### src/ibls_pkg.sv
// ----------------------------------------------------------------------------
// ibls_pkg
// types, codes and sizes shared by the line sweep modules
// ----------------------------------------------------------------------------
package ibls_pkg;

   localparam int LINES_PER_BLOCK = 128;
   localparam int LC_W            = 8;
   localparam int AT_W            = 7;
   localparam int MAX_RES         = 5;
   localparam int IDX_W           = $clog2(MAX_RES);
   localparam int CNT_W           = $clog2(MAX_RES + 1);
   localparam int Q_DEPTH         = 4;
   localparam int Q_PTR_W         = $clog2(Q_DEPTH);
   localparam int Q_CNT_W         = $clog2(Q_DEPTH + 1);
   localparam int LBYTES_W        = 17;
   localparam int BBYTES_W        = 25;
   localparam int CSR_W           = 25;
   localparam int CSR_IDX_W       = 1;
   localparam int BYTES_W         = 40;
   localparam int COUNT_W         = 32;

   localparam logic [BYTES_W-1:0] BYTES_MAX = '1;
   localparam logic [COUNT_W-1:0] COUNT_MAX = '1;
   localparam logic [LC_W-1:0]    LAST_LINE = LC_W'(LINES_PER_BLOCK - 1);
   localparam logic [LC_W-1:0]    END_MARK  = LC_W'(LINES_PER_BLOCK);

   localparam logic [LBYTES_W-1:0] LINE_BYTES_RST  = LBYTES_W'(256);
   localparam logic [BBYTES_W-1:0] BLOCK_BYTES_RST = BBYTES_W'(32768);

   localparam logic [CSR_IDX_W-1:0] CSR_LINE_BYTES  = 1'b0;
   localparam logic [CSR_IDX_W-1:0] CSR_BLOCK_BYTES = 1'b1;

   localparam logic CMD_LINE  = 1'b0;
   localparam logic CMD_CLEAR = 1'b1;

   typedef enum logic [2:0] {
      EV_SWEEP = 3'd0,
      EV_CLEAR = 3'd1,
      EV_FIRST = 3'd2,
      EV_NEXT  = 3'd3,
      EV_SIZE  = 3'd4,
      EV_DONE  = 3'd5
   } event_type;

   typedef enum logic [1:0] {
      OC_FREE        = 2'd0,
      OC_RECYCLABLE  = 2'd1,
      OC_UNAVAILABLE = 2'd2
   } outcome_type;

   typedef struct packed {
      logic command;
      logic block_marked;
      logic line_marked;
   } req_type;

   typedef struct packed {
      event_type           event_res;
      logic [AT_W-1:0]     line_at;
      logic [LC_W-1:0]     value;
      logic                is_end_marker;
      outcome_type         block_outcome;
      logic [BYTES_W-1:0]  free_bytes_total;
      logic [COUNT_W-1:0]  free_block_count;
      logic [COUNT_W-1:0]  recycled_block_count;
      logic                last;
   } rsp_type;

   typedef struct packed {
      event_type       ev;
      logic [AT_W-1:0] at;
      logic [LC_W-1:0] value;
      logic            endm;
      outcome_type     outcome;
   } res_type;

   typedef struct packed {
      res_type [MAX_RES-1:0] slot;
      logic [CNT_W-1:0]      count;
      logic [BYTES_W-1:0]    free_bytes;
      logic [COUNT_W-1:0]    free_blocks;
      logic [COUNT_W-1:0]    recycled_blocks;
   } item_type;

   typedef struct packed {
      logic full;
      logic empty;
   } qstat_type;

   function automatic res_type mk_res(event_type ev, logic [LC_W-1:0] at,
                                      logic [LC_W-1:0] value, logic endm,
                                      outcome_type outcome);
      res_type r;
      r.ev      = ev;
      r.at      = at[AT_W-1:0];
      r.value   = value;
      r.endm    = endm;
      r.outcome = outcome;
      return r;
   endfunction

endpackage

### src/ibls_queue.sv
// ----------------------------------------------------------------------------
// ibls_queue
// short fifo of classified line words between front and back
// ----------------------------------------------------------------------------
module ibls_queue (
   input  logic                clock,
   input  logic                reset,
   input  logic                push,
   input  ibls_pkg::item_type  push_item,
   input  logic                pop,
   output ibls_pkg::item_type  head_item,
   output ibls_pkg::qstat_type stat
);

   ibls_pkg::item_type                 mem_ff [ibls_pkg::Q_DEPTH];
   logic [ibls_pkg::Q_PTR_W-1:0]       wr_ptr_ff, wr_ptr_in;
   logic [ibls_pkg::Q_PTR_W-1:0]       rd_ptr_ff, rd_ptr_in;
   logic [ibls_pkg::Q_CNT_W-1:0]       cnt_ff, cnt_in;

   always_comb begin
      wr_ptr_in = push ? wr_ptr_ff + 1'b1 : wr_ptr_ff;
      rd_ptr_in = pop ? rd_ptr_ff + 1'b1 : rd_ptr_ff;
      cnt_in    = cnt_ff;
      if (push && !pop) begin
         cnt_in = cnt_ff + 1'b1;
      end else if (pop && !push) begin
         cnt_in = cnt_ff - 1'b1;
      end
   end

   always_ff @(posedge clock) begin
      if (reset) begin
         wr_ptr_ff <= '0;
         rd_ptr_ff <= '0;
         cnt_ff    <= '0;
      end else begin
         wr_ptr_ff <= wr_ptr_in;
         rd_ptr_ff <= rd_ptr_in;
         cnt_ff    <= cnt_in;
      end
   end

   always_ff @(posedge clock) begin
      if (push) begin
         mem_ff[wr_ptr_ff] <= push_item;
      end
   end

   assign head_item  = mem_ff[rd_ptr_ff];
   assign stat.full  = (cnt_ff == ibls_pkg::Q_CNT_W'(ibls_pkg::Q_DEPTH));
   assign stat.empty = (cnt_ff == '0);

endmodule

### src/ibls_front.sv
// ----------------------------------------------------------------------------
// ibls_front
// takes line words, tracks holes and totals, builds the result list per word
// ----------------------------------------------------------------------------
module ibls_front (
   input  logic                                clock,
   input  logic                                reset,
   input  logic                                req_valid,
   output logic                                req_stall,
   input  ibls_pkg::req_type                   req_word,
   input  logic                                csr_we,
   input  logic [ibls_pkg::CSR_IDX_W-1:0]      csr_index,
   input  logic [ibls_pkg::CSR_W-1:0]          csr_wdata,
   input  ibls_pkg::qstat_type                 qstat,
   output logic                                push,
   output ibls_pkg::item_type                  push_item
);

   logic [ibls_pkg::LBYTES_W-1:0] line_bytes_ff;
   logic [ibls_pkg::BBYTES_W-1:0] block_bytes_ff;

   logic [ibls_pkg::LC_W-1:0]    lc_ff, lc_in;
   logic                         in_run_ff, in_run_in;
   logic                         have_hole_ff, have_hole_in;
   logic [ibls_pkg::LC_W-1:0]    hole_start_ff, hole_start_in;
   logic [ibls_pkg::LC_W-1:0]    run_len_ff, run_len_in;
   logic [ibls_pkg::BYTES_W-1:0] free_bytes_ff, free_bytes_in;
   logic [ibls_pkg::COUNT_W-1:0] free_blocks_ff, free_blocks_in;
   logic [ibls_pkg::COUNT_W-1:0] recycled_ff, recycled_in;

   logic                          accept;
   logic                          at_end;
   logic                          add_en;
   logic [ibls_pkg::BBYTES_W-1:0] amount;
   logic [ibls_pkg::BYTES_W:0]    sum;
   logic                          bump_free;
   logic                          bump_rec;
   logic                          restart;
   logic [ibls_pkg::CNT_W-1:0]    n;
   ibls_pkg::res_type [ibls_pkg::MAX_RES-1:0] slots;

   assign req_stall = qstat.full;
   assign accept    = req_valid && !qstat.full;
   assign at_end    = (lc_ff >= ibls_pkg::LAST_LINE);

   always_comb begin
      lc_in         = lc_ff;
      in_run_in     = in_run_ff;
      have_hole_in  = have_hole_ff;
      hole_start_in = hole_start_ff;
      run_len_in    = run_len_ff;
      add_en        = 1'b0;
      amount        = '0;
      bump_free     = 1'b0;
      bump_rec      = 1'b0;
      restart       = 1'b0;
      n             = '0;
      slots         = '0;
      if (!req_word.block_marked) begin
         if (at_end) begin
            slots[n] = ibls_pkg::mk_res(ibls_pkg::EV_DONE, lc_ff, '0, 1'b0,
                                        ibls_pkg::OC_FREE);
            n         = n + 1'b1;
            add_en    = 1'b1;
            amount    = block_bytes_ff;
            bump_free = 1'b1;
            restart   = 1'b1;
         end else begin
            lc_in = lc_ff + 1'b1;
         end
      end else begin
         if (req_word.line_marked) begin
            if (in_run_ff) begin
               slots[n] = ibls_pkg::mk_res(ibls_pkg::EV_SIZE, hole_start_ff,
                                           run_len_ff, 1'b0, ibls_pkg::OC_FREE);
               n         = n + 1'b1;
               in_run_in = 1'b0;
            end
            slots[n] = ibls_pkg::mk_res(ibls_pkg::EV_SWEEP, lc_ff, '0, 1'b0,
                                        ibls_pkg::OC_FREE);
            n = n + 1'b1;
         end else begin
            if (!in_run_ff) begin
               if (!have_hole_ff) begin
                  slots[n] = ibls_pkg::mk_res(ibls_pkg::EV_FIRST, lc_ff, lc_ff,
                                              1'b0, ibls_pkg::OC_FREE);
               end else begin
                  slots[n] = ibls_pkg::mk_res(ibls_pkg::EV_NEXT, hole_start_ff,
                                              lc_ff, 1'b0, ibls_pkg::OC_FREE);
               end
               n             = n + 1'b1;
               hole_start_in = lc_ff;
               in_run_in     = 1'b1;
               have_hole_in  = 1'b1;
               run_len_in    = '0;
            end
            slots[n] = ibls_pkg::mk_res(ibls_pkg::EV_CLEAR, lc_ff, '0, 1'b0,
                                        ibls_pkg::OC_FREE);
            n          = n + 1'b1;
            run_len_in = run_len_in + 1'b1;
            add_en     = 1'b1;
            amount     = ibls_pkg::BBYTES_W'(line_bytes_ff);
         end
         if (at_end) begin
            if (in_run_in) begin
               slots[n] = ibls_pkg::mk_res(ibls_pkg::EV_SIZE, hole_start_in,
                                           run_len_in, 1'b0, ibls_pkg::OC_FREE);
               n = n + 1'b1;
            end
            if (have_hole_in) begin
               slots[n] = ibls_pkg::mk_res(ibls_pkg::EV_NEXT, hole_start_in,
                                           ibls_pkg::END_MARK, 1'b1,
                                           ibls_pkg::OC_FREE);
               n = n + 1'b1;
               slots[n] = ibls_pkg::mk_res(ibls_pkg::EV_DONE, lc_ff, '0, 1'b0,
                                           ibls_pkg::OC_RECYCLABLE);
               n        = n + 1'b1;
               bump_rec = 1'b1;
            end else begin
               slots[n] = ibls_pkg::mk_res(ibls_pkg::EV_DONE, lc_ff, '0, 1'b0,
                                           ibls_pkg::OC_UNAVAILABLE);
               n = n + 1'b1;
            end
            restart = 1'b1;
         end else begin
            lc_in = lc_ff + 1'b1;
         end
      end
      if (restart) begin
         lc_in         = '0;
         in_run_in     = 1'b0;
         have_hole_in  = 1'b0;
         hole_start_in = '0;
         run_len_in    = '0;
      end
   end

   // saturating totals
   always_comb begin
      sum            = {1'b0, free_bytes_ff} + (ibls_pkg::BYTES_W + 1)'(amount);
      free_bytes_in  = free_bytes_ff;
      free_blocks_in = free_blocks_ff;
      recycled_in    = recycled_ff;
      if (add_en) begin
         if (sum >= {1'b0, ibls_pkg::BYTES_MAX}) begin
            free_bytes_in = ibls_pkg::BYTES_MAX;
         end else begin
            free_bytes_in = sum[ibls_pkg::BYTES_W-1:0];
         end
      end
      if (bump_free && free_blocks_ff != ibls_pkg::COUNT_MAX) begin
         free_blocks_in = free_blocks_ff + 1'b1;
      end
      if (bump_rec && recycled_ff != ibls_pkg::COUNT_MAX) begin
         recycled_in = recycled_ff + 1'b1;
      end
   end

   // skipped lines give no result and are not queued
   always_comb begin
      push                      = accept && (req_word.command == ibls_pkg::CMD_LINE)
                                  && (n != '0);
      push_item.slot            = slots;
      push_item.count           = n;
      push_item.free_bytes      = free_bytes_in;
      push_item.free_blocks     = free_blocks_in;
      push_item.recycled_blocks = recycled_in;
   end

   always_ff @(posedge clock) begin
      if (reset) begin
         line_bytes_ff  <= ibls_pkg::LINE_BYTES_RST;
         block_bytes_ff <= ibls_pkg::BLOCK_BYTES_RST;
      end else if (csr_we) begin
         unique case (csr_index)
            ibls_pkg::CSR_LINE_BYTES: begin
               line_bytes_ff <= csr_wdata[ibls_pkg::LBYTES_W-1:0];
            end
            ibls_pkg::CSR_BLOCK_BYTES: begin
               block_bytes_ff <= csr_wdata[ibls_pkg::BBYTES_W-1:0];
            end
            default: begin
            end
         endcase
      end
   end

   always_ff @(posedge clock) begin
      if (reset) begin
         lc_ff          <= '0;
         in_run_ff      <= 1'b0;
         have_hole_ff   <= 1'b0;
         hole_start_ff  <= '0;
         run_len_ff     <= '0;
         free_bytes_ff  <= '0;
         free_blocks_ff <= '0;
         recycled_ff    <= '0;
      end else if (accept) begin
         if (req_word.command == ibls_pkg::CMD_CLEAR) begin
            free_bytes_ff  <= '0;
            free_blocks_ff <= '0;
            recycled_ff    <= '0;
         end else begin
            lc_ff          <= lc_in;
            in_run_ff      <= in_run_in;
            have_hole_ff   <= have_hole_in;
            hole_start_ff  <= hole_start_in;
            run_len_ff     <= run_len_in;
            free_bytes_ff  <= free_bytes_in;
            free_blocks_ff <= free_blocks_in;
            recycled_ff    <= recycled_in;
         end
      end
   end

endmodule

### src/ibls_back.sv
// ----------------------------------------------------------------------------
// ibls_back
// drains each queued word's result list, one result word per unstalled cycle
// ----------------------------------------------------------------------------
module ibls_back (
   input  logic                clock,
   input  logic                reset,
   input  ibls_pkg::item_type  head_item,
   input  ibls_pkg::qstat_type qstat,
   output logic                pop,
   output logic                rsp_valid,
   input  logic                rsp_stall,
   output ibls_pkg::rsp_type   rsp_word
);

   logic [ibls_pkg::IDX_W-1:0] idx_ff, idx_in;
   logic                       rsp_valid_ff, rsp_valid_in;
   ibls_pkg::rsp_type          rsp_word_ff, rsp_word_in;
   logic                       load;
   logic                       take;
   logic                       is_last;
   ibls_pkg::res_type          cur;

   always_comb begin
      load    = !rsp_valid_ff || !rsp_stall;
      take    = load && !qstat.empty;
      cur     = head_item.slot[idx_ff];
      is_last = (ibls_pkg::CNT_W'(idx_ff) + 1'b1 == head_item.count);
      pop     = take && is_last;
      idx_in  = idx_ff;
      if (take) begin
         idx_in = is_last ? '0 : idx_ff + 1'b1;
      end
      rsp_valid_in = rsp_valid_ff;
      if (load) begin
         rsp_valid_in = take;
      end
      rsp_word_in.event_res            = cur.ev;
      rsp_word_in.line_at              = cur.at;
      rsp_word_in.value                = cur.value;
      rsp_word_in.is_end_marker        = cur.endm;
      rsp_word_in.block_outcome        = cur.outcome;
      rsp_word_in.free_bytes_total     = head_item.free_bytes;
      rsp_word_in.free_block_count     = head_item.free_blocks;
      rsp_word_in.recycled_block_count = head_item.recycled_blocks;
      rsp_word_in.last                 = is_last;
   end

   always_ff @(posedge clock) begin
      if (reset) begin
         idx_ff       <= '0;
         rsp_valid_ff <= 1'b0;
      end else begin
         idx_ff       <= idx_in;
         rsp_valid_ff <= rsp_valid_in;
      end
   end

   always_ff @(posedge clock) begin
      if (take) begin
         rsp_word_ff <= rsp_word_in;
      end
   end

   assign rsp_valid = rsp_valid_ff;
   assign rsp_word  = rsp_word_ff;

endmodule

### src/immix_block_line_sweep.sv
// ----------------------------------------------------------------------------
// immix_block_line_sweep
// line sweeper for collector blocks: hole links, clear events and free totals
//
//   channel   ports                         moves
//   req       req_valid req_stall req_word  one line or clear command word
//   rsp       rsp_valid rsp_stall rsp_word  one sweep event word
//   csr       csr_we csr_index csr_wdata    line_bytes, block_bytes writes
//
// a req word is taken while the queue has room
// each line word gives 0 to 5 rsp words, a clear word none; sent one per cycle unless rsp stall holds
// sustained rate is set by the back end: one rsp word per unstalled cycle
// reset is synchronous and empties the queue and the output register
// rsp stall holds the output register; req stall rises when the queue is full
// ----------------------------------------------------------------------------
module immix_block_line_sweep (
   input  logic                           clock,
   input  logic                           reset,
   input  logic                           req_valid,
   output logic                           req_stall,
   input  ibls_pkg::req_type              req_word,
   output logic                           rsp_valid,
   input  logic                           rsp_stall,
   output ibls_pkg::rsp_type              rsp_word,
   input  logic                           csr_we,
   input  logic [ibls_pkg::CSR_IDX_W-1:0] csr_index,
   input  logic [ibls_pkg::CSR_W-1:0]     csr_wdata
);

   logic                push;
   logic                pop;
   ibls_pkg::item_type  push_item;
   ibls_pkg::item_type  head_item;
   ibls_pkg::qstat_type qstat;

   ibls_front u_front (
      .clock     (clock),
      .reset     (reset),
      .req_valid (req_valid),
      .req_stall (req_stall),
      .req_word  (req_word),
      .csr_we    (csr_we),
      .csr_index (csr_index),
      .csr_wdata (csr_wdata),
      .qstat     (qstat),
      .push      (push),
      .push_item (push_item)
   );

   ibls_queue u_queue (
      .clock     (clock),
      .reset     (reset),
      .push      (push),
      .push_item (push_item),
      .pop       (pop),
      .head_item (head_item),
      .stat      (qstat)
   );

   ibls_back u_back (
      .clock     (clock),
      .reset     (reset),
      .head_item (head_item),
      .qstat     (qstat),
      .pop       (pop),
      .rsp_valid (rsp_valid),
      .rsp_stall (rsp_stall),
      .rsp_word  (rsp_word)
   );

endmodule

### config.mk
export PLATFORM = sky130hd
export DESIGN_NAME = immix_block_line_sweep
export DESIGN_NICKNAME = d
export VERILOG_FILES = /design/src/ibls_pkg.sv /design/src/ibls_queue.sv /design/src/ibls_front.sv /design/src/ibls_back.sv /design/src/immix_block_line_sweep.sv
export SDC_FILE = /design/constraint.sdc
export NUM_CORES = 1
export LEC_CHECK = 0
export ABC_AREA = 1
export BUFFER_PORTS_ARGS = -buffer_cell sky130_fd_sc_hd__buf_2
export CAP_MARGIN = 15
export CELL_PAD_IN_SITES_DETAIL_PLACEMENT = 2
export CELL_PAD_IN_SITES_GLOBAL_PLACEMENT = 2
export CORE_MARGIN = 3
export CORE_UTILIZATION = 45
export CTS_BUF_LIST = sky130_fd_sc_hd__clkbuf_4 sky130_fd_sc_hd__clkbuf_8
export DETAILED_ROUTE_END_ITERATION = 10
export PLACE_DENSITY = 0.84
export RECOVER_POWER = 100
export SETUP_SLACK_MARGIN = 0.02
export SYNTH_ARGS = -nofsm -noshare
export SYNTH_HDL_FRONTEND = slang
export SYNTH_SLANG_ARGS = --single-unit
### constraint.sdc
create_clock -name clock -period 27.9 [get_ports clock]
set_input_delay 5.58 -clock clock [delete_from_list [all_inputs] [get_ports clock]]
set_output_delay 5.58 -clock clock [all_outputs]
set_load 0.02 [all_outputs]
## Yosys cells after proc, flatten, opt, wreduce, memory -nomap -nowiden

Memories as Yosys holds them, arrays and structs flattened. A register that Yosys moved wholly into a read port is not among the register bits.
Cells that the tools add are included.

| word-level totals | value |
|---|---|
| bits in registers | 308 |
| bits in latches | 0 |
| RAM bits | 848 |
| ROM bits | 0 |
| output and inout bits | 128 |
| memories | 1 |

| cells by class | value |
|---|---|
| add/sub/neg operators | 15 |
| multiply operators | 0 |
| divide/modulo/power cells | 0 |
| $lt $le $gt $ge | 13 |
| equal/unequal tests | 5 |
| shift operators | 0 |
| muxes and demuxes | 96 |
| bitwise operators | 2 |
| reduce and logical (&&, ||, !) cells | 29 |

Memory list:

| memory | depth | bits a word | rd ports | clocked after Yosys merged registers in | write ports | line | RTL |
|---|---|---|---|---|---|---|---|
| u_queue.mem_ff | 4 | 212 | 1 | 1 | 1 | ibls_queue.sv:15 | `ibls_pkg::item_type mem_ff [ibls_pkg::Q_DEPTH];` |

Operator list:

| kind | number |
|---|---|
| two-way mux 105 bit | 7 |
| bitwise mux 105 bit | 6 |
| demux 21 bit (select 3 bit) | 5 |
| two-way mux 21 bit | 14 |
| two-way mux 32 bit | 4 |
| two-way mux 40 bit | 3 |
| two-way mux 84 bit | 1 |
| two-way mux 8 bit | 9 |
| adder 32 x 1 -> 32 bit (second input constant) | 2 |
| inequality test 32 bit (second input constant) | 2 |
| binary-select mux 21 bit (select 3 bit) | 1 |
| two-way mux 25 bit | 2 |
| two-way mux 3 bit | 15 |
| adder 40 x 25 -> 41 bit | 1 |
| greater-or-equal comparator 41 x 40 -> 1 bit (second input constant) | 1 |
| two-way mux 7 bit | 5 |
| < comparator 3 x 4 -> 1 bit (second input constant) | 6 |
| adder 3 x 1 -> 3 bit (second input constant) | 7 |
| two-way mux 1 bit | 20 |
| two-way mux 19 bit | 1 |
| two-way mux 17 bit | 1 |
| adder 8 x 1 -> 8 bit (second input constant) | 2 |
| greater-or-equal comparator 3 x 1 -> 1 bit (second input constant) | 5 |
| logical AND 1 bit | 14 |
| other kinds (15) | 26 |

## Logic depth before layout (Yosys ltp)

Gate-level depths: netlist of run 1.

| depth | value |
|---|---|
| depth after elaboration | 21 |
| mapped depth | 33 |

## By module

From an unflattened synthesis of run 1, not the netlist that was laid out.

| second synthesis, totals | value |
|---|---|
| cells, all modules | 5032 |
| area total of the unflattened synthesis | 51229.1 µm² |

Modules (own cells, without submodules):

| module | instances | cells an instance | area each (µm²) | seq. area each (µm²) |
|---|---|---|---|---|
| ibls_queue | 1 | 2107 | 31626.6 | 25644.6 |
| ibls_front | 1 | 2545 | 14561.5 | 3423.3 |
| ibls_back | 1 | 380 | 5041.1 | 3863.7 |

## Worst setup path after synthesis of run 1

OpenSTA, ideal clock, no wires.

| timing path | value |
|---|---|
| kind | input-to-reg |
| start point | input req_valid |
| end point | memory u_queue.mem_ff[0][0] in the netlist's numbering (enable) |
| setup time | 0.734 ns |
| arrival time | 14.331 ns |
| path slack | 12.835 ns |
| stages on the path | 7 |
| cells stage by stage | inv_1 -> nor2_1 -> clkinv_1 -> nor2_1 -> nand2_1 -> clkbuf_1 -> nor2_1 |

| between the ends | value |
|---|---|
| longest elaborated chain between the ends | 5 |

Ends and longest elaborated chain:

| item | line | RTL |
|---|---|---|
| from (decl) | immix_block_line_sweep.sv:19 | `input logic req_valid,` |
| logical AND 1 bit | ibls_front.sv:43 | `assign accept = req_valid && !qstat.full;` |
| logical AND 1 bit | ibls_front.sv:161 | `push = accept && (req_word.command == ibls_pkg::CMD_LINE)` |
| logical AND 1 bit | ibls_front.sv:162 | `&& (n != '0);` |
| two-way mux 1 bit | ibls_queue.sv:44 | `if (push) begin` |
| two-way mux 1 bit (implied by the code) | ibls_queue.sv:45 | `mem_ff[wr_ptr_ff] <= push_item;` |
| to (decl) | ibls_queue.sv:15 |  |

Every way passes these cells.

## Final worst setup path of run 1

| timing path | value |
|---|---|
| start point | input req_valid |
| end point | memory u_queue.mem_ff[3][89] in the netlist's numbering (enable) |

Same word-level chain as after synthesis.

==> results.md, run 1 <==
- Via count: 37867
- Setup TNS: 0 ns
- CP required: 27.99 ns
- Worst setup EP type: register
- Tot Pwr: 4.14 mW
- Worst setup path class: primary input to register
- Min cycle time layout: 17.74 ns
- Crit path from: req_valid
- Area leader, netlist: edfxtp_1
- Global route overflow: 0
- Peak VDD IR: 0.0000927 V
- Post-route DRC: 0
- Die Span Y: 327 um
- FILL cells: 10528
- Commonest non-fill, non-tap cell in the layout: edfxtp_1
- Yosys warnings: 0
- Area Overhead vs Synth: 11.5%
- Cts bufs inserted: 178
- Syn Inst Count: 4592
- Worst-Skew Late Latency: 0.89 ns
- RR Startpoint: u_queue.cnt_ff[0]
- Final HPWL DP: 109000 um
- Via/cell ratio: 6.04
- FF-to-FF setup slack: 14.43 ns
- Critical path data arrival time: 17.84 ns
- Worst-path clk slew: 0.05 ns
- Hold Violations, Final: 0
- CP Max Fanout: 157
- EDFF count, synth: 866
- Post-CTS Hold Fix Bufs: 0
- Synth Area per Inst: 10.1 sq um
- Worst Hold Depth: 2
- TritonCTS clock tree: done
- Setup repair bufs after CTS: 0
- Clock Tree Root: clkbuf_8
- Max Buffers Root-to-Sink: 3
- Number of global-route vias before repair: 42331
- Layout Skew: 0.0420 ns
- Initial antenna violation count: 5
- Wire length per cell: 29.2 um
- GRT Overall Usage: 0.339
- Violated checks: max-capacitance violations, max-slew violations
- Predominant post-synthesis flop cell: edfxtp_1
- PwrDens: 80.3 nW/um^2
- Sequential fraction of the synthesis area: 0.641
- Hold_sp: u_front.block_bytes_ff[22]
- Max_slew headroom: -6.82
- Mapped Area: 46300 sq um
- Outcome: finished with violations
- Initial Util: 0.454
- Post-Layout Cell Count: 6272
- RSZ-0062 raised after global routing: false
- I/O pins: 162
- Worst Hold Path EP: u_front.block_bytes_ff[22]
- Fraction of layout cells with a size suffix above 1: 0.0784
- Row count: 117
- Drt total wl: 183000 um
- FF-to-FF path depth: 8
- Final setup fails: 0
- Pin count of the biggest net entering global routing: 195
- Pre-antenna DRT Iters: 6
- Net count, final: 4830
- Sink count of the clock tree: 1050
- Number of gates resized after cts: 0
- Final ANT Viol Nets: 0
- Die Wd: 327 um
- Die area: 107000 sq um
- Register area: 29700 sq um
- CP Launch Type: primary input
- R2R Path End: u_queue.mem_ff[3][89]
- Max Clock Freq: 56.4 MHz
- Total core area: 102000 sq um
- First-pass GRT wire length: 274000 um
- FFs w/ async S/R, synth: 0
- Max Cap Viol: 22
- 1st-iter DRT viols: 3272
- Commonest non-fill, non-tap cells in the layout: 866 x edfxtp_1, 827 x nand2_1, 693 x nor2_1
- #FFs+latches synth: 1050
- Dpl cells: 5939
- Largest cells by area after synthesis: edfxtp_1 56%, dfxtp_1 8.0%, nand2_1 6.7%, nor2_1 5.6%, o21ai_0 5.1%
- H-tree levels: 4
- Port Buffers: 161
- Slew at the pin closest to its max-slew limit: 11.73 ns
- Share of the synthesized area in the top cell type: 0.562
- Hold WC Path Type: register to register
- Multi-input combinational cell area: 14100 sq um
- GPL Wtd Cong: 0.878
- Leak: 18.9 nW
- Post-synth cell types: 59
- Crit share post-route: 0.636
- Count of pins over their slew limit: 1338
-- where the power goes --
part	switching (mW)	leakage (nW)	internal [mW]	total (mW)
Sequential	0.0733	9.45	1.87	1.94
Clock	0.687	1.95	0.779	1.47
Combinational	0.576	7.48	0.161	0.737
Total	1.34	18.9	2.81	4.14
-- registers in the layout (all words and copies together), names as in the netlist, named ones only --
name / count
u_queue.mem_ff: 740
u_back.rsp_word: 126
u_front.free_bytes_ff: 40
u_front.free_blocks_ff: 32
u_front.recycled_ff: 32
u_front.block_bytes_ff: 25
u_front.line_bytes_ff: 17
u_front.lc_ff: 8
u_front.run_len_ff: 8
u_front.hole_start_ff: 7
u_back.idx_ff: 3
u_queue.cnt_ff: 3
u_queue.rd_ptr_ff: 2
u_queue.wr_ptr_ff: 2
u_back.rsp_valid: 1
u_front.have_hole_ff: 1
u_front.in_run_ff: 1
-- worst max path at each step --
stage / endpoint / cells past startpoint
floorplan: u_queue.mem_ff[0][0] / 7
CTS: u_queue.mem_ff[0][86] / 23
global placement: u_queue.mem_ff[0][103] / 25
global route: u_queue.mem_ff[0][202] / 11
finish: u_queue.mem_ff[3][89] / 9
detailed placement: u_queue.mem_ff[1][165] / 13
-- synth_stat cells (12+ instances only) --
master,instances
a21oi_1,193
a22o_1,23
buf_1,14
clkbuf_1,202
clkinv_1,12
dfxtp_1,184
edfxtp_1,866
ha_1,41
inv_1,368
nand2_1,821
nand3_1,172
nand4_1,33
nor2_1,685
nor3_1,38
nor4_1,15
o211ai_1,23
o21ai_0,468
o221ai_1,25
o22ai_1,174
or2_1,18
xnor2_1,27
xor2_1,45
-- metrics by stage --
step,setup slack [ns],hold slack [ns],instance area (sq um),util
floorplan,12.84,0.429,46300,-
global placement,18.01,0.468,48400,0.475
detailed placement,17.68,0.481,48400,0.475
CTS,18.44,0.493,52100,0.511
global route,9.75,0.525,51600,0.507
finish,10.16,0.488,51600,0.507
-- routing by layer --
| metal | track usage | share of wire | vias to the layer above |
|---|---|---|---|
| met5 | 0 | 0.000071 | - |
| met4 | 0.146 | 0.042 | 2 |
| met3 | 0.0517 | 0.052 | 466 |
| met2 | 0.603 | 0.52 | 1491 |
| met1 | 0.407 | 0.39 | 19681 |
| li1 | - | - | 16227 |
-- critical path, cell delays in order --
cell        delay [ns]
buf_2             0.08
inv_1             0.04
nor2_1            0.28
clkinvlp_2        1.57
nor2_1            0.75
nand2_1           0.14
clkbuf_1          0.66
nor2_1            0.39
clkbuf_1          8.08
-- final cells by class --
class | count | area share
diodes | 3 | 0.000145
clock buffers | 256 | 0.0613
repair buffers | 208 | 0.0186
inverters | 392 | 0.0287
well taps | 1368 | 0.0332
clock inverters | 72 | 0.00945
multi-input cells | 2923 | 0.273
flip-flops and latches | 1050 | 0.575
-- kinds of logic (layout without fill, tap and decap cells) --
logic type      after synthesis  count (layout)  synth area share
simple gates               1837            1837             0.164
other cells                   1               7         0.0000810
fa+ha+maj                    43              43            0.0119
mux                           1               1          0.000216
compound gates              966             966             0.118
buf+inv                     622             928            0.0512
flops                      1050            1050             0.641
xor+xnor                     72              72            0.0136
No activity file was read; power rests on OpenSTA's default activity.
==> run 2: changes to the inputs <==
--- a/config.mk
+++ b/config.mk
@@ -11,10 +11,10 @@
 export CELL_PAD_IN_SITES_DETAIL_PLACEMENT = 2
 export CELL_PAD_IN_SITES_GLOBAL_PLACEMENT = 2
 export CORE_MARGIN = 3
-export CORE_UTILIZATION = 45
+export CORE_UTILIZATION = 38
 export CTS_BUF_LIST = sky130_fd_sc_hd__clkbuf_4 sky130_fd_sc_hd__clkbuf_8
 export DETAILED_ROUTE_END_ITERATION = 10
-export PLACE_DENSITY = 0.84
+export PLACE_DENSITY = 0.76
 export RECOVER_POWER = 100
 export SETUP_SLACK_MARGIN = 0.02
 export SYNTH_ARGS = -nofsm -noshare
==> constraint.sdc (replaced) <==
create_clock -name clock -period 15.3 [get_ports clock]
set_input_delay 3.06 -clock clock [delete_from_list [all_inputs] [get_ports clock]]
set_output_delay 3.06 -clock clock [all_outputs]
set_load 0.02 [all_outputs]
==> results.md, run 2 (synthesis gave the netlist of run 1 again) <==
- Number of gates resized after cts: 0 (unchanged)
- RR Startpoint: u_queue.cnt_ff[0] (unchanged)
- Total core area: 120000 sq um (was 102000 sq um)
- Fraction of layout cells with a size suffix above 1: 0.0815 (was 0.0784)
- Min cycle time layout: 10.85 ns
- Die area: 126000 sq um (was 107000 sq um)
- Crit share post-route: 0.709
- Row count: 127 (was 117)
- Dpl cells: 6180 (was 5939)
- PwrDens: 144 nW/um^2 (was 80.3 nW/um^2)
- Peak VDD IR: 0.000123 V (was 0.0000927 V)
- I/O pins: 162 (unchanged)
- Critical path data arrival time: 11.24 ns (was 17.84 ns)
- Count of pins over their slew limit: 1142 (was 1338)
- Sink count of the clock tree: 1050 (unchanged)
- Setup repair bufs after CTS: 0 (unchanged)
- Hold WC Path Type: register to register (unchanged)
- Final HPWL DP: 100000 um (was 109000 um)
- Layout Skew: 0.0414 ns (was 0.0420 ns)
- Wire length per cell: 24.3 um (was 29.2 um)
- Via count: 35588 (was 37867)
- Worst-Skew Late Latency: 0.91 ns (was 0.89 ns)
- Port Buffers: 161 (unchanged)
- Slew at the pin closest to its max-slew limit: 4.41 ns (was 11.73 ns)
- Die Wd: 355 um (was 327 um)
- TritonCTS clock tree: done (unchanged)
- Worst setup EP type: register (unchanged)
- Net count, final: 4828 (was 4830)
- GPL Wtd Cong: 0.853 (was 0.878)
- Max FFs per register: 740 (unchanged)
- Worst-path clk slew: 0.06 ns (was 0.05 ns)
- Top reg by flops: u_queue.mem_ff (unchanged)
- Pin count of the biggest net entering global routing: 216 (was 195)
- Violated checks: max-capacitance violations, max-slew violations (unchanged)
- Outcome: finished with violations (unchanged)
- Post-route DRC: 0 (unchanged)
- Final setup fails: 0 (unchanged)
- Pre-antenna DRT Iters: 5 (was 6)
- Cts bufs inserted: 180 (was 178)
- Clock Tree Root: clkbuf_8 (unchanged)
- RSZ-0062 raised after global routing: false (unchanged)
- FF-to-FF path depth: 9 (was 8)
- Commonest non-fill, non-tap cell in the layout: edfxtp_1 (unchanged)
- Max_slew headroom: -1.94 (was -6.82)
- Initial antenna violation count: 9 (was 5)
- Hold_sp: u_front.line_bytes_ff[8] (was u_front.block_bytes_ff[22])
- Drt total wl: 158000 um (was 183000 um)
- Max Clock Freq: 92.2 MHz
- Via/cell ratio: 5.46 (was 6.04)
- Area Overhead vs Synth: 12.6% (was 11.5%)
- Post-CTS Hold Fix Bufs: 0 (unchanged)
- Worst Hold Path EP: u_front.line_bytes_ff[8] (was u_front.block_bytes_ff[22])
- Setup TNS: 0 ns (unchanged)
- First-pass GRT wire length: 242000 um (was 274000 um)
- Die Span Y: 355 um (was 327 um)
- Final ANT Viol Nets: 0 (unchanged)
- H-tree levels: 4 (unchanged)
- Setup ws final: 4.45 ns (was 10.16 ns)
- FF-to-FF setup slack: 6.19 ns (was 14.43 ns)
- Initial Util: 0.384 (was 0.454)
- Hold Violations, Final: 0 (unchanged)
- Global route overflow: 0 (unchanged)
- 1st-iter DRT viols: 2514 (was 3272)
- Worst setup path class: primary input to register (unchanged)
- Worst slack at placement: 7.34 ns (was 17.68 ns)
- GRT Overall Usage: 0.250 (was 0.339)
- R2R Path End: u_queue.mem_ff[2][207] (was u_queue.mem_ff[3][89])
- Final Util: 0.433 (was 0.507)
- Worst Hold Depth: 2 (unchanged)
- Post-Layout Cell Count: 6522 (was 6272)
- Max Cap Viol: 18 (was 22)
- FILL cells: 12912 (was 10528)
- CP Max Fanout: 128 (was 157)
- Commonest non-fill, non-tap cells in the layout: 866 x edfxtp_1, 826 x nand2_1, 691 x nor2_1 (was 866 x edfxtp_1, 827 x nand2_1, 693 x nor2_1)
- CP Launch Type: primary input (unchanged)
- Number of global-route vias before repair: 39529 (was 42331)
- CP required: 15.69 ns (was 27.99 ns)
- Max Buffers Root-to-Sink: 3 (unchanged)
- Leak: 19.0 nW (was 18.9 nW)
## run 2: cell types whose count changed in the layout (fill, tap and decap cells not counted), sizes merged
cell,previous run,this run
inv,383,386
bufinv,5,8
buf,54,52
clkbuf,410,420
clkinv,68,60
## run 2: report_power, final
group / switching [mW] / leakage (nW) / internal [mW]
sequential: 0.132 / 9.49 / 3.40
clock: 1.21 / 2.04 / 1.51
combinational: 0.970 / 7.48 / 0.270
total: 2.31 / 19.0 / 5.18
## run 2: worst max-delay path, stage by stage
cell and delay (ns):
buf_2 0.08, inv_1 0.03, nor2_1 0.18, clkinvlp_2 2.24
nor2_4 0.63, buf_4 0.56, nand2_1 0.12, clkbuf_1 0.65
nor2_1 0.39, clkbuf_2 2.91
## run 2: how the worst max path moves through the flow
stage | start | endpoint | slack, ns | cells past startpoint
2_1_floorplan | req_valid | u_queue.mem_ff[0][0] | 2.75 | 7
3_3_place_gp | req_valid | u_queue.mem_ff[3][205] | 7.44 | 11
3_5_place_dp | req_valid | u_queue.mem_ff[3][105] | 7.34 | 11
4_1_cts | req_valid | u_queue.mem_ff[3][127] | 8.28 | 11
5_1_grt | req_valid | u_queue.mem_ff[2][122] | 4.03 | 10
6_report | req_valid | u_queue.mem_ff[2][207] | 4.45 | 10
## run 2: area by class of cell
type                       count  area [sq um]  share of cell area
multi-input combinational   2923         14100               0.271
tap                         1612          2020              0.0387
sequential                  1050         29700               0.570
antenna                        3          7.51            0.000144
clock inverter                70           579              0.0111
inverter                     392          1480              0.0284
clock buffer                 268          3270              0.0627
timing repair buffer         204           940              0.0180
## run 2: metrics by stage
stage | power [mW] | area, sq um | hold WS [ns]
final | 7.49 | 52100 | 0.475
after CTS | 7.59 | 52500 | 0.476
after global routing | 7.83 | 52100 | 0.516
after detailed placement | 4.85 | 48700 | 0.463
after floorplan | 4.28 | 46300 | 0.429
after global placement | 4.78 | 48700 | 0.460
## run 2: routing by layer
layer	vias up	GRT usage	share of wire
met5	-	0	0
met4	0	0.0855	0.029
met3	274	0.0415	0.043
met2	817	0.444	0.51
met1	18259	0.309	0.42
li1	16238	-	-
